[src/hdl/adl32_pkg.sv]
`timescale 1ns / 1ps
// ----------------------------------------------------------------------------
// Adler-32 checksum package
// Shared widths, modulus constants, control struct and the single-step
// modular reduction used across the datapath.
// ----------------------------------------------------------------------------
package adl32_pkg;

    localparam int DATA_W             = 64;
    localparam int DATA_BYTES         = DATA_W / 8;
    localparam int COUNT_W            = 4;
    localparam int CHECKSUM_W         = 32;
    localparam int HALF_W             = 16;
    localparam int BYTES_PER_WORD_DEF = 8;

    localparam logic [16:0] ADLER_MOD  = 17'd65521;
    // 2^16 mod 65521, used to fold the upper bits back in
    localparam logic [4:0]  ADLER_FOLD = 5'd15;

    localparam logic [HALF_W-1:0] START_LO_RST = 16'd1;
    localparam logic [HALF_W-1:0] START_HI_RST = 16'd0;

    typedef struct packed {
        logic valid;
        logic first;
        logic last;
    } t_ctl;

    // Reduce a value below twice the modulus by one conditional subtract
    function automatic logic [HALF_W-1:0] mod_once(input logic [16:0] v);
        logic [16:0] d;
        d = v - ADLER_MOD;
        return (v >= ADLER_MOD) ? d[HALF_W-1:0] : v[HALF_W-1:0];
    endfunction

endpackage

[src/hdl/adl32_in_if.sv]
`timescale 1ns / 1ps
// ----------------------------------------------------------------------------
// Adler-32 input channel
// Valid/ready channel carrying one data word, its byte count and framing.
// ----------------------------------------------------------------------------
interface adl32_in_if;
    import adl32_pkg::*;

    logic                 valid;
    logic                 ready;
    logic [DATA_W-1:0]    data_word;
    logic [COUNT_W-1:0]   byte_count;
    logic                 first;
    logic                 last;

    modport source (output valid, data_word, byte_count, first, last, input ready);
    modport sink   (input valid, data_word, byte_count, first, last, output ready);
endinterface

[src/hdl/adl32_out_if.sv]
`timescale 1ns / 1ps
// ----------------------------------------------------------------------------
// Adler-32 output channel
// Valid/ready channel carrying one finished checksum.
// ----------------------------------------------------------------------------
interface adl32_out_if;
    import adl32_pkg::*;

    logic                  valid;
    logic                  ready;
    logic [CHECKSUM_W-1:0] checksum;

    modport source (output valid, checksum, input ready);
    modport sink   (input valid, checksum, output ready);
endinterface

[src/hdl/adler32_stream_checksum_top.sv]
`timescale 1ns / 1ps
// ----------------------------------------------------------------------------
// Adler-32 stream checksum
// Running Adler-32 over a word stream, one word of up to eight bytes per
// transaction, emitting high<<16|low on the closing transaction.
// ----------------------------------------------------------------------------
// The block takes one input transaction every clock cycle while ready, and
// returns a message's checksum through the lane, merge and accumulator
// registers after its last transaction is accepted. Input ready drops only
// while a finished checksum is held on the output and not taken; the three
// stages then hold together. The rate is set by the running-sum feedback: n
// times the old low sum, a fold of 2^16 back as 15, and one subtract of 65521.
// The start value may be written at any time the block is idle; halves at or
// above 65521 are reduced once on write. No clearing pass follows reset.
// ----------------------------------------------------------------------------
module adler32_stream_checksum_top #(
    parameter int BYTES_PER_WORD = adl32_pkg::BYTES_PER_WORD_DEF
) (
    input  logic                             i_clk,
    input  logic                             i_rst_n,
    input  logic                             i_cfg_wr_en,
    input  logic [adl32_pkg::CHECKSUM_W-1:0] i_cfg_wr_data,
    adl32_in_if.sink                         i_in_chan,
    adl32_out_if.source                      o_out_chan
);
    import adl32_pkg::*;

    localparam int NW    = $clog2(BYTES_PER_WORD + 1);
    localparam int CMP_W = (NW > COUNT_W) ? NW : COUNT_W;

    // Global advance: every stage moves when the output slot is free or
    // being emptied this cycle.
    logic                            w_advance;
    logic                            w_out_valid;
    logic [CHECKSUM_W-1:0]           w_out_checksum;

    // Saturated byte count of the incoming transaction
    logic [CMP_W-1:0]                w_cnt_ext;
    logic [CMP_W-1:0]                w_cnt_sat;
    logic [NW-1:0]                   w_cnt;
    t_ctl                            w_in_ctl;

    // Stage A: lane outputs plus control
    t_ctl                            r_a_ctl;
    logic [NW-1:0]                   r_a_n;
    logic [BYTES_PER_WORD-1:0][7:0]  w_lane_bytes;
    logic [BYTES_PER_WORD-1:0][NW+7:0] w_lane_wgts;

    // Stage B: merged sums
    t_ctl                            w_m_ctl;
    logic [NW-1:0]                   w_m_n;
    logic [HALF_W-1:0]               w_m_sum_lo;
    logic [HALF_W-1:0]               w_m_sum_wt;

    assign w_advance       = !w_out_valid || o_out_chan.ready;
    assign i_in_chan.ready = w_advance;

    // Clamp the count to the lane count
    assign w_cnt_ext = CMP_W'(i_in_chan.byte_count);
    assign w_cnt_sat = (w_cnt_ext > CMP_W'(BYTES_PER_WORD)) ? CMP_W'(BYTES_PER_WORD)
                                                            : w_cnt_ext;
    assign w_cnt     = w_cnt_sat[NW-1:0];

    assign w_in_ctl.valid = i_in_chan.valid;
    assign w_in_ctl.first = i_in_chan.first;
    assign w_in_ctl.last  = i_in_chan.last;

    always_ff @(posedge i_clk) begin
        if (!i_rst_n) begin
            r_a_ctl <= '0;
        end else if (w_advance) begin
            r_a_ctl <= w_in_ctl;
        end
    end

    always_ff @(posedge i_clk) begin
        if (w_advance) begin
            r_a_n <= w_cnt;
        end
    end

    // One lane per byte position; positions past the data word read as zero
    for (genvar g = 0; g < BYTES_PER_WORD; g++) begin : g_lane
        logic [7:0] w_src_byte;

        if (g < DATA_BYTES) begin : g_data
            assign w_src_byte = i_in_chan.data_word[8*g +: 8];
        end else begin : g_pad
            assign w_src_byte = 8'h00;
        end

        adl32_lane #(
            .BYTES_PER_WORD (BYTES_PER_WORD),
            .LANE_IDX       (g)
        ) u_lane (
            .i_clk     (i_clk),
            .i_advance (w_advance),
            .i_byte    (w_src_byte),
            .i_n       (w_cnt),
            .o_byte    (w_lane_bytes[g]),
            .o_wgt     (w_lane_wgts[g])
        );
    end

    adl32_merge #(
        .BYTES_PER_WORD (BYTES_PER_WORD)
    ) u_merge (
        .i_clk     (i_clk),
        .i_rst_n   (i_rst_n),
        .i_advance (w_advance),
        .i_ctl     (r_a_ctl),
        .i_n       (r_a_n),
        .i_bytes   (w_lane_bytes),
        .i_wgts    (w_lane_wgts),
        .o_ctl     (w_m_ctl),
        .o_n       (w_m_n),
        .o_sum_lo  (w_m_sum_lo),
        .o_sum_wt  (w_m_sum_wt)
    );

    adl32_accum #(
        .BYTES_PER_WORD (BYTES_PER_WORD)
    ) u_accum (
        .i_clk         (i_clk),
        .i_rst_n       (i_rst_n),
        .i_advance     (w_advance),
        .i_cfg_wr_en   (i_cfg_wr_en),
        .i_cfg_wr_data (i_cfg_wr_data),
        .i_ctl         (w_m_ctl),
        .i_n           (w_m_n),
        .i_sum_lo      (w_m_sum_lo),
        .i_sum_wt      (w_m_sum_wt),
        .o_valid       (w_out_valid),
        .o_checksum    (w_out_checksum)
    );

    assign o_out_chan.valid    = w_out_valid;
    assign o_out_chan.checksum = w_out_checksum;

    // A closing transaction leaving the merge stage must show up on the output
    a_last_emits: assert property (@(posedge i_clk) disable iff (!i_rst_n)
        (w_advance && w_m_ctl.valid && w_m_ctl.last) |=> o_out_chan.valid)
        else $error("closing transaction produced no checksum");

    // Both halves of an emitted checksum are fully reduced
    a_reduced: assert property (@(posedge i_clk) disable iff (!i_rst_n)
        o_out_chan.valid |-> ((o_out_chan.checksum[15:0] < 16'(ADLER_MOD)) &&
                              (o_out_chan.checksum[31:16] < 16'(ADLER_MOD))))
        else $error("checksum half not reduced modulo 65521");

    // Input back-pressure only comes from a held result
    a_stall_cause: assert property (@(posedge i_clk) disable iff (!i_rst_n)
        !i_in_chan.ready |-> (o_out_chan.valid && !o_out_chan.ready))
        else $error("input stalled without a held checksum");

endmodule

[src/hdl/adl32_lane.sv]
`timescale 1ns / 1ps
// ----------------------------------------------------------------------------
// Adler-32 byte lane
// Masks one byte position by the valid count and forms its weighted
// contribution to the high sum.
// ----------------------------------------------------------------------------
module adl32_lane #(
    parameter int BYTES_PER_WORD = adl32_pkg::BYTES_PER_WORD_DEF,
    parameter int LANE_IDX       = 0
) (
    input  logic                                   i_clk,
    input  logic                                   i_advance,
    input  logic [7:0]                             i_byte,
    input  logic [$clog2(BYTES_PER_WORD+1)-1:0]    i_n,
    output logic [7:0]                             o_byte,
    output logic [$clog2(BYTES_PER_WORD+1)+7:0]    o_wgt
);
    import adl32_pkg::*;

    localparam int NW = $clog2(BYTES_PER_WORD + 1);
    localparam int PW = NW + 8;

    logic          w_active;
    logic [NW-1:0] w_dist;
    logic [7:0]    w_byte;
    logic [PW-1:0] w_wgt;
    logic [7:0]    r_byte;
    logic [PW-1:0] r_wgt;

    // weight is the number of running-sum additions this byte takes part in
    assign w_active = (i_n > NW'(LANE_IDX));
    assign w_dist   = i_n - NW'(LANE_IDX);
    assign w_byte   = w_active ? i_byte : 8'h00;
    assign w_wgt    = PW'(w_dist) * PW'(w_byte);

    always_ff @(posedge i_clk) begin
        if (i_advance) begin
            r_byte <= w_byte;
            r_wgt  <= w_wgt;
        end
    end

    assign o_byte = r_byte;
    assign o_wgt  = r_wgt;
endmodule

[src/hdl/adl32_merge.sv]
`timescale 1ns / 1ps
// ----------------------------------------------------------------------------
// Adler-32 lane merge
// Sums the lane bytes and lane weights and reduces both modulo 65521.
// ----------------------------------------------------------------------------
module adl32_merge #(
    parameter int BYTES_PER_WORD = adl32_pkg::BYTES_PER_WORD_DEF
) (
    input  logic                                                    i_clk,
    input  logic                                                    i_rst_n,
    input  logic                                                    i_advance,
    input  adl32_pkg::t_ctl                                         i_ctl,
    input  logic [$clog2(BYTES_PER_WORD+1)-1:0]                     i_n,
    input  logic [BYTES_PER_WORD-1:0][7:0]                          i_bytes,
    input  logic [BYTES_PER_WORD-1:0][$clog2(BYTES_PER_WORD+1)+7:0] i_wgts,
    output adl32_pkg::t_ctl                                         o_ctl,
    output logic [$clog2(BYTES_PER_WORD+1)-1:0]                     o_n,
    output logic [adl32_pkg::HALF_W-1:0]                            o_sum_lo,
    output logic [adl32_pkg::HALF_W-1:0]                            o_sum_wt
);
    import adl32_pkg::*;

    localparam int NW = $clog2(BYTES_PER_WORD + 1);
    localparam int SW = NW + 8;
    localparam int WW = (2 * NW + 8 > 17) ? (2 * NW + 8) : 17;

    logic [SW-1:0]     w_sum;
    logic [WW-1:0]     w_wsum;
    logic [WW-1:0]     w_wsum_r1;
    t_ctl              r_ctl;
    logic [NW-1:0]     r_n;
    logic [HALF_W-1:0] r_sum_lo;
    logic [HALF_W-1:0] r_sum_wt;

    always_comb begin
        w_sum  = '0;
        w_wsum = '0;
        for (int k = 0; k < BYTES_PER_WORD; k++) begin
            w_sum  = w_sum + SW'(i_bytes[k]);
            w_wsum = w_wsum + WW'(i_wgts[k]);
        end
    end

    // weighted sum stays below three times the modulus: two subtracts
    assign w_wsum_r1 = (w_wsum >= WW'(ADLER_MOD)) ? (w_wsum - WW'(ADLER_MOD)) : w_wsum;

    always_ff @(posedge i_clk) begin
        if (!i_rst_n) begin
            r_ctl <= '0;
        end else if (i_advance) begin
            r_ctl <= i_ctl;
        end
    end

    always_ff @(posedge i_clk) begin
        if (i_advance) begin
            r_n      <= i_n;
            r_sum_lo <= mod_once(17'(w_sum));
            r_sum_wt <= mod_once(w_wsum_r1[16:0]);
        end
    end

    assign o_ctl    = r_ctl;
    assign o_n      = r_n;
    assign o_sum_lo = r_sum_lo;
    assign o_sum_wt = r_sum_wt;
endmodule

[src/hdl/adl32_accum.sv]
`timescale 1ns / 1ps
// ----------------------------------------------------------------------------
// Adler-32 accumulator
// Holds the running sums and start value, folds in one merged word per cycle
// while advancing, and registers the checksum on the closing transaction.
// ----------------------------------------------------------------------------
module adl32_accum #(
    parameter int BYTES_PER_WORD = adl32_pkg::BYTES_PER_WORD_DEF
) (
    input  logic                                i_clk,
    input  logic                                i_rst_n,
    input  logic                                i_advance,
    input  logic                                i_cfg_wr_en,
    input  logic [adl32_pkg::CHECKSUM_W-1:0]    i_cfg_wr_data,
    input  adl32_pkg::t_ctl                     i_ctl,
    input  logic [$clog2(BYTES_PER_WORD+1)-1:0] i_n,
    input  logic [adl32_pkg::HALF_W-1:0]        i_sum_lo,
    input  logic [adl32_pkg::HALF_W-1:0]        i_sum_wt,
    output logic                                o_valid,
    output logic [adl32_pkg::CHECKSUM_W-1:0]    o_checksum
);
    import adl32_pkg::*;

    localparam int NW = $clog2(BYTES_PER_WORD + 1);
    localparam int PW = NW + 16;
    localparam int HT = NW + 18;

    logic [HALF_W-1:0]     r_start_lo;
    logic [HALF_W-1:0]     r_start_hi;
    logic [HALF_W-1:0]     r_low;
    logic [HALF_W-1:0]     r_high;
    logic                  r_valid;
    logic [CHECKSUM_W-1:0] r_checksum;

    logic [HALF_W-1:0]     w_base_lo;
    logic [HALF_W-1:0]     w_base_hi;
    logic [HALF_W-1:0]     w_low_new;
    logic [PW-1:0]         w_prod;
    logic [HT-1:0]         w_high_t;
    logic [16:0]           w_fold;
    logic [HALF_W-1:0]     w_high_new;
    logic                  w_take;

    assign w_take    = i_advance && i_ctl.valid;
    assign w_base_lo = i_ctl.first ? r_start_lo : r_low;
    assign w_base_hi = i_ctl.first ? r_start_hi : r_high;

    assign w_low_new = mod_once({1'b0, w_base_lo} + {1'b0, i_sum_lo});

    // high gains n copies of the old low sum plus the weighted byte sum
    assign w_prod     = PW'(i_n) * PW'(w_base_lo);
    assign w_high_t   = HT'(w_base_hi) + HT'(w_prod) + HT'(i_sum_wt);
    assign w_fold     = 17'(w_high_t[HT-1:16]) * 17'(ADLER_FOLD) + 17'(w_high_t[15:0]);
    assign w_high_new = mod_once(w_fold);

    always_ff @(posedge i_clk) begin
        if (!i_rst_n) begin
            r_start_lo <= START_LO_RST;
            r_start_hi <= START_HI_RST;
            r_low      <= START_LO_RST;
            r_high     <= START_HI_RST;
            r_valid    <= 1'b0;
        end else begin
            if (i_cfg_wr_en) begin
                r_start_lo <= mod_once(17'(i_cfg_wr_data[15:0]));
                r_start_hi <= mod_once(17'(i_cfg_wr_data[31:16]));
            end
            if (w_take) begin
                r_low  <= w_low_new;
                r_high <= w_high_new;
            end
            if (i_advance) begin
                r_valid <= i_ctl.valid && i_ctl.last;
            end
        end
    end

    always_ff @(posedge i_clk) begin
        if (w_take && i_ctl.last) begin
            r_checksum <= {w_high_new, w_low_new};
        end
    end

    assign o_valid    = r_valid;
    assign o_checksum = r_checksum;
endmodule

[src/flat_wrapper.sv]
// flat-port wrapper written by rule: the top's interface ports become plain ports
module adler32_stream_checksum_top_flat import adl32_pkg::*;
#(
    parameter int BYTES_PER_WORD = adl32_pkg::BYTES_PER_WORD_DEF
)
  (i_clk, i_rst_n, i_cfg_wr_en, i_cfg_wr_data, i_in_chan_valid, i_in_chan_data_word, i_in_chan_byte_count, i_in_chan_first, i_in_chan_last, i_in_chan_ready, o_out_chan_valid, o_out_chan_checksum, o_out_chan_ready);
  adl32_in_if i_in_chan_i ();
  adl32_out_if o_out_chan_i ();
  input  logic i_clk;
  input  logic i_rst_n;
  input  logic i_cfg_wr_en;
  input  logic [adl32_pkg::CHECKSUM_W-1:0] i_cfg_wr_data;
  input wire logic [$bits(i_in_chan_i.valid)-1:0] i_in_chan_valid;
  input wire logic [$bits(i_in_chan_i.data_word)-1:0] i_in_chan_data_word;
  input wire logic [$bits(i_in_chan_i.byte_count)-1:0] i_in_chan_byte_count;
  input wire logic [$bits(i_in_chan_i.first)-1:0] i_in_chan_first;
  input wire logic [$bits(i_in_chan_i.last)-1:0] i_in_chan_last;
  output wire logic [$bits(i_in_chan_i.ready)-1:0] i_in_chan_ready;
  output wire logic [$bits(o_out_chan_i.valid)-1:0] o_out_chan_valid;
  output wire logic [$bits(o_out_chan_i.checksum)-1:0] o_out_chan_checksum;
  input wire logic [$bits(o_out_chan_i.ready)-1:0] o_out_chan_ready;
  assign i_in_chan_i.valid = i_in_chan_valid;
  assign i_in_chan_i.data_word = i_in_chan_data_word;
  assign i_in_chan_i.byte_count = i_in_chan_byte_count;
  assign i_in_chan_i.first = i_in_chan_first;
  assign i_in_chan_i.last = i_in_chan_last;
  assign i_in_chan_ready = i_in_chan_i.ready;
  assign o_out_chan_valid = o_out_chan_i.valid;
  assign o_out_chan_checksum = o_out_chan_i.checksum;
  assign o_out_chan_i.ready = o_out_chan_ready;
  adler32_stream_checksum_top #(.BYTES_PER_WORD(BYTES_PER_WORD)) u_core (.i_clk(i_clk), .i_rst_n(i_rst_n), .i_cfg_wr_en(i_cfg_wr_en), .i_cfg_wr_data(i_cfg_wr_data), .i_in_chan(i_in_chan_i), .o_out_chan(o_out_chan_i));
endmodule
[config.mk]
export PLATFORM = sky130hd
export DESIGN_NAME = adler32_stream_checksum_top_flat
export DESIGN_NICKNAME = d
export VERILOG_FILES = /design/src/hdl/adl32_pkg.sv /design/src/hdl/adl32_in_if.sv /design/src/hdl/adl32_out_if.sv /design/src/hdl/adler32_stream_checksum_top.sv /design/src/hdl/adl32_lane.sv /design/src/hdl/adl32_merge.sv /design/src/hdl/adl32_accum.sv /design/src/flat_wrapper.sv
export SDC_FILE = /design/constraint.sdc
export NUM_CORES = 1
export LEC_CHECK = 0
export BUFFER_PORTS_ARGS = -buffer_cell sky130_fd_sc_hd__buf_2
export CORE_ASPECT_RATIO = 0.9
export CORE_MARGIN = 2
export CORE_UTILIZATION = 50
export DETAILED_ROUTE_END_ITERATION = 7
export HOLD_SLACK_MARGIN = 0.08
export MAX_ROUTING_LAYER = met4
export PLACE_DENSITY_LB_ADDON = 0.15
export SLEW_MARGIN = 20
export SYNTH_ARGS = -nofsm -noshare
export SYNTH_HDL_FRONTEND = slang
export SYNTH_SLANG_ARGS = --single-unit
[constraint.sdc]
create_clock -name i_clk -period 10.8 [get_ports i_clk]
set_input_delay 2.16 -clock i_clk [delete_from_list [all_inputs] [get_ports i_clk]]
set_output_delay 2.16 -clock i_clk [all_outputs]
set_load 0.05 [all_outputs]
-- Word level (Yosys, flattened, before mapping)
Cells that the tools add are included.
- flip-flop bits (word level): 299
- bits of input ports: 107
- output and inout port bits: 34
- multiplexer cells: 17
- $add $sub $neg: 31
- order comparisons: 15
- reductions and logical operators: 5
- multipliers: 10
- operators by type and width (operator ; number):
    16-bit two-way mux ; 7
    4-bit by 8-bit multiplier with 12-bit output ; 8
    16-bit subtractor (second input constant) ; 5
    17-bit by 16-bit >= comparator with 1-bit output (second input constant) ; 4
    8-bit two-way mux ; 8
    12-bit by 8-bit adder with 12-bit output ; 3
    16-bit by 12-bit adder with 17-bit output ; 2
    17-bit by 12-bit adder with 17-bit output ; 2
    16-bit >= comparator (second input constant) ; 2
    21-bit by 16-bit adder with 22-bit output ; 1
    16-bit by 20-bit adder with 21-bit output ; 1
    4-bit by 16-bit multiplier with 20-bit output ; 1
    10-bit by 16-bit adder with 17-bit output ; 1
    17-bit two-way mux ; 1
    17-bit by 16-bit subtractor with 17-bit output (second input constant) ; 1
    15-bit by 12-bit adder with 16-bit output ; 1
    4-bit by 3-bit greater-than comparator with 1-bit output (second input constant) ; 4
    4-bit by 3-bit subtractor with 4-bit output (second input constant) ; 4
    14-bit by 12-bit adder with 15-bit output ; 1
    13-bit by 12-bit adder with 14-bit output ; 1
    12-bit by 12-bit adder with 13-bit output ; 1
    11-bit by 8-bit adder with 12-bit output ; 1
    10-bit by 8-bit adder with 11-bit output ; 1
    9-bit by 8-bit adder with 10-bit output ; 1
    11 further kinds ; 16

-- Logic depth before layout (Yosys ltp)
- word-level depth: 11
- depth in mapped cells: 42

-- Hierarchy
From an unflattened synthesis, not the netlist that was laid out.
- cells, all modules: 2783
- area total of the unflattened synthesis: 27895.5 sq um
- by module, submodules not included (module ; instances ; area an instance (sq um) ; seq. area each (sq um) ; cells each):
    adl32_accum ; 1 ; 9556.7 ; 2262.2 ; 1058
    adl32_merge ; 1 ; 5063.6 ; 960.9 ; 482
    adl32_lane (u_core.g_lane[3].u_lane) ; 1 ; 1660.3 ; 600.6 ; 156
    adl32_lane (u_core.g_lane[4].u_lane) ; 1 ; 1631.6 ; 600.6 ; 146
    adl32_lane (u_core.g_lane[5].u_lane) ; 1 ; 1630.3 ; 600.6 ; 159
    adl32_lane (u_core.g_lane[2].u_lane) ; 1 ; 1624.1 ; 600.6 ; 160
    adl32_lane (u_core.g_lane[1].u_lane) ; 1 ; 1621.6 ; 600.6 ; 158
    adl32_lane (u_core.g_lane[7].u_lane) ; 1 ; 1619.1 ; 600.6 ; 145
    adl32_lane (u_core.g_lane[6].u_lane) ; 1 ; 1612.8 ; 600.6 ; 152
    adl32_lane (u_core.g_lane[0].u_lane) ; 1 ; 1602.8 ; 600.6 ; 145
    adler32_stream_checksum_top ; 1 ; 272.8 ; 180.2 ; 22

-- Worst setup path before layout
OpenSTA, ideal clock, no wires.
- path kind: reg-to-reg
- start point: register u_core.u_merge.r_ctl (netlist bit u_core.u_merge.o_ctl[1])
- end point: register u_core.u_accum.r_high[1]
- arrival time: 9732 ps
- slack: 953 ps
- period minus slack after synthesis: 9847 ps
- stages on the path, launching flop included: 38
- cells stage by stage: dfxtp_1 > buf_2 > buf_1 > clkbuf_1 > clkbuf_1 > mux2i_1 > fa_1 > inv_1 > fa_1 > inv_1 > fa_1 > inv_1 > ha_1 > and2_1 > a221o_1 > o2111ai_2 > a32oi_2 > nand2_1 > (+2 left out) > xnor2_1 > xor2_1 > ha_1 > fa_1 > inv_1 > fa_1 > inv_1 > ha_1 > nor2b_2 > o31ai_1 > nand2_1 > a21oi_1 > xnor2_1 > or4b_4 > or3_4 > o31ai_4 > mux2_4 > o21ba_1
- cells in the longest elaborated chain, start to end: 8
- ends and longest elaborated chain (item ; line ; source):
    start: declaration ; adl32_merge.sv:30 ; t_ctl r_ctl;
    start signal: assignment ; adl32_merge.sv:51 ; r_ctl <= i_ctl;
    16-bit two-way mux ; adl32_accum.sv:45 ; assign w_base_lo = i_ctl.first ? r_start_lo : r_low;
    4-bit by 16-bit multiplier with 20-bit output ; adl32_accum.sv:51 ; assign w_prod = PW'(i_n) * PW'(w_base_lo);
    16-bit by 20-bit adder with 21-bit output * ; adl32_accum.sv:52 ; assign w_high_t = HT'(w_base_hi) + HT'(w_prod) + HT'(i_sum_wt);
    21-bit by 16-bit adder with 22-bit output * ; adl32_accum.sv:52 ;
    6-bit by 4-bit multiplier with 10-bit output ; adl32_accum.sv:53 ; assign w_fold = 17'(w_high_t[HT-1:16]) * 17'(ADLER_FOLD) + 17'(w_high_t[15:0]);
    10-bit by 16-bit adder with 17-bit output * ; adl32_accum.sv:53 ;
    16-bit subtractor / 17-bit by 16-bit >= comparator with 1-bit output (equally long branches) ; adl32_pkg.sv:32, adl32_pkg.sv:33 ;
    16-bit two-way mux * ; adl32_pkg.sv:33 ; return (v >= ADLER_MOD) ? d[HALF_W-1:0] : v[HALF_W-1:0];
    net u_core.u_accum.w_high_new[1] ; adl32_accum.sv:41 ; logic [HALF_W-1:0] w_high_new;
    end signal: assignment ; adl32_accum.sv:70 ; r_high <= w_high_new;
    end: declaration ; adl32_accum.sv:31 ; logic [HALF_W-1:0] r_high;
Mark *: on every way through the listed nets, which the timed path passes. The rest lies on a longest branch.
A chain may end at the register's enable or synchronous reset.

-- Final worst setup path
Ends and elaborated chain as after synthesis.

==> run metrics <==
vias in the first global route around 19000; initial antenna violation count 1; initial drt markers 1122; Largest delay share family, worst path adder cells; Slew Viols, Final 0; sequential area share after synthesis 0.313; Setup crit start kind flop; cell internal pwr 5260 uW; CP Class reg2reg; M1 wire length 29000 microns; hold_buf cts 0; Overall Global Routing Usage 0.259; first-pass GRT wire length 104000 microns; cell mode on critical path fa_1; setup_tns 0 ps; post-CTS setup buffers 0; Mapped Area 26200 sq um; CTS tree yes; largest net degree at the start of global routing between 100 and 150; Setup WS pre-CTS roughly 640 ps; worst reg2reg startpoint u_core.u_merge.o_ctl[1]; die area about 54000 sq um; Detail Route met3 WL 2930 microns; WP data required 11230 ps; wire per inst 19.7 microns; vias per cell 5.31; commonest cells after routing, fill and taps aside inv_1 (402), fa_1 (283), ha_1 (229); Syn Area/Cell 10.4 sq um; Max Cap Violations 0; die width 245 microns; slowest stage cell, crit path mux2i_1; Worst Skew 22.6 ps; antenna cells 0; cells after synthesis 2524; RD Place Congestion 0.961; Hold Crit Start u_core.r_a_n[2]; H-tree depth 2; clk_lat worst skew 550 ps; Root Buffer clkbuf_16; Hold/Removal Path Class reg2reg; Final Cycle Share 0.953; R2R depth 33; Core ar. 51700 sq um; FMAX a little under 100 MHz; sw frac 0.444; Slew HR 0.239; Worst VDD drop 0.385 mV; CTS buffer count 35; Synth Register Bits approximately 300; Psw 4200 uW; Final Hold Vio Count 0; Clock power frac 0.128; nature of the critical path endpoint flop; initial core utilization 0.507; routed vias ~18000; final core utilization 0.559; EDFF count, synth 226; layout cells sized above 1 0.104; Pwr Density 327 nW/um^2; setup ws final a little over 500 ps; Std-Cell Rows 79; Synth warnings 0; Async SR Flop Fraction 0; DIE HEIGHT 221 microns; Ports 141; combinational power share 0.667; max incr delay on CP ~660 ps; CTS Sinks 297; reg2reg end u_core.u_accum.r_high[1]; Overall Power 9460 uW; LEAKAGE 0.0138 uW; Main synth FF type edfxtp_1; final setup fails 0; Final #Nets 3298; Worst-Margin Slew approximately 1100 ps; Flop pwr share 0.205; Worst Hold End u_core.u_merge.o_n[2]; worst hold slack 418 ps; Layout area overhead 10.4%; # DRC 0; Buf/Inv on CP 5; ANT nets after route 0; reg2reg setup slack between 500 and 600 ps; met2 wire length 33400 microns; Netlist cell types 92; drt pass-1 iters 5; GR Overflow Total 0; uppermost layer routed met4; commonest non-fill, non-tap cell in the layout inv_1; outcome finished clean; RSZ-0062 raised after global routing false; WL final 66800 microns; worst hold path cell count 0; critical path fanouts, max 23; Clk pin slew, worst setup/hold paths ~60 ps; port buffer count 140; Longest Clk Path Bufs 3; DP HPWL 54100 microns; CTS-repair resized insts 0; Period minus WS final 10290 ps; Fill cells 4533; crit path DAT 10720 ps
sequential cells by signal (all words and copies together) (netlist names):
signal and cells:
u_core.g_lane.u_lane.o_byte 64, u_core.g_lane.u_lane.o_wgt 96, u_core.r_a_ctl 3, u_core.r_a_n 4, u_core.u_accum.o_checksum 32, u_core.u_accum.o_valid 1
u_core.u_accum.r_high 16, u_core.u_accum.r_low 16, u_core.u_accum.r_start_hi 16, u_core.u_accum.r_start_lo 16, u_core.u_merge.o_ctl 3, u_core.u_merge.o_n 4
u_core.u_merge.o_sum_lo 11, u_core.u_merge.o_sum_wt 15
cell families (layout without fill, tap and decap cells):
| kind of cell | Yosys count | after routing | synth area share |
|---|---|---|---|
| fa+ha+maj | 512 | 512 | 0.326 |
| buf+inv | 471 | 630 | 0.0681 |
| flops | 297 | 297 | 0.313 |
| compound gates | 358 | 358 | 0.0951 |
| xor+xnor | 144 | 144 | 0.0497 |
| mux | 38 | 38 | 0.0156 |
| other cells | 2 | 24 | 0.000287 |
| simple gates | 702 | 702 | 0.132 |
final cells by class:
class	instances	area (sq um)	area share
multi-input cells	1778	16300	0.563
flip-flops and latches	297	8210	0.284
inverters	404	1520	0.0527
clock buffers	46	1010	0.0350
repair buffers	163	873	0.0302
well taps	688	861	0.0298
clock inverters	17	150	0.00519
synthesized netlist by cell type, types with 7 or more instances:
| cell | count | area [sq um] |
|---|---|---|
| a211o_1 | 7 | 61.3 |
| a211oi_1 | 13 | 97.6 |
| a21boi_0 | 7 | 52.6 |
| a21o_1 | 30 | 225 |
| a21oi_1 | 101 | 505 |
| a22oi_1 | 25 | 188 |
| a31oi_1 | 9 | 56.3 |
| and2_1 | 90 | 563 |
| and3_1 | 36 | 225 |
| clkbuf_1 | 58 | 218 |
| dfxtp_1 | 71 | 1420 |
| edfxtp_1 | 226 | 6790 |
| fa_1 | 283 | 5670 |
| ha_1 | 229 | 2870 |
| inv_1 | 402 | 1510 |
| mux2_2 | 19 | 214 |
| mux2i_1 | 18 | 180 |
| nand2_1 | 203 | 762 |
| nand2b_1 | 40 | 250 |
| nand3_1 | 21 | 105 |
| nor2_1 | 181 | 679 |
| nor2b_1 | 49 | 307 |
| nor3_1 | 19 | 95.1 |
| o21a_1 | 21 | 158 |
| o21ai_0 | 43 | 215 |
| o21bai_1 | 29 | 218 |
| o31ai_1 | 11 | 82.6 |
| or2_2 | 19 | 119 |
| or3_1 | 12 | 75.1 |
| xnor2_1 | 101 | 885 |
| xor2_1 | 40 | 350 |
per-stage QoR:
| stage | instance area, sq um | std cells |
|---|---|---|
| finish | 28900 | 3393 |
| global route | 28900 | 3393 |
| CTS | 28900 | 3393 |
| detailed placement | 27700 | 3330 |
| global placement | 27700 | 3330 |
| floorplan | 26300 | 2546 |
power groups by stage:
stage | clock [uW] | sequential [uW] | combinational, uW
final | 1210 | 1940 | 6310
after global routing | 1280 | 1960 | 7190
after CTS | 1230 | 1940 | 6350
after detailed placement | 0 | 1960 | 6300
after global placement | 0 | 1960 | 6190
after floorplan | 0 | 1910 | 4780
layer usage:
layer | GRT usage | up-vias
met1 | 0.336 | 8913
met4 | 0.0596 | 0
li1 | - | 8603
met5 | - | -
met2 | 0.437 | 430
met3 | 0.0272 | 70
worst max-delay path by stage:
stage | end | start | slack (ps) | cells past startpoint
floorplan | u_core.u_accum.r_high[1] | u_core.u_merge.o_ctl[1] | 950 | 37
global placement | u_core.u_accum.r_high[1] | u_core.u_merge.o_ctl[1] | 830 | 33
detailed placement | u_core.u_accum.r_high[1] | u_core.u_merge.o_ctl[1] | 640 | 33
CTS | u_core.u_accum.r_high[1] | u_core.u_merge.o_ctl[1] | 570 | 32
global route | u_core.u_accum.r_high[1] | u_core.u_merge.o_ctl[1] | 20 | 34
finish | u_core.u_accum.r_high[1] | u_core.u_merge.o_ctl[1] | 510 | 33
(Power assumes the default switching activity.)
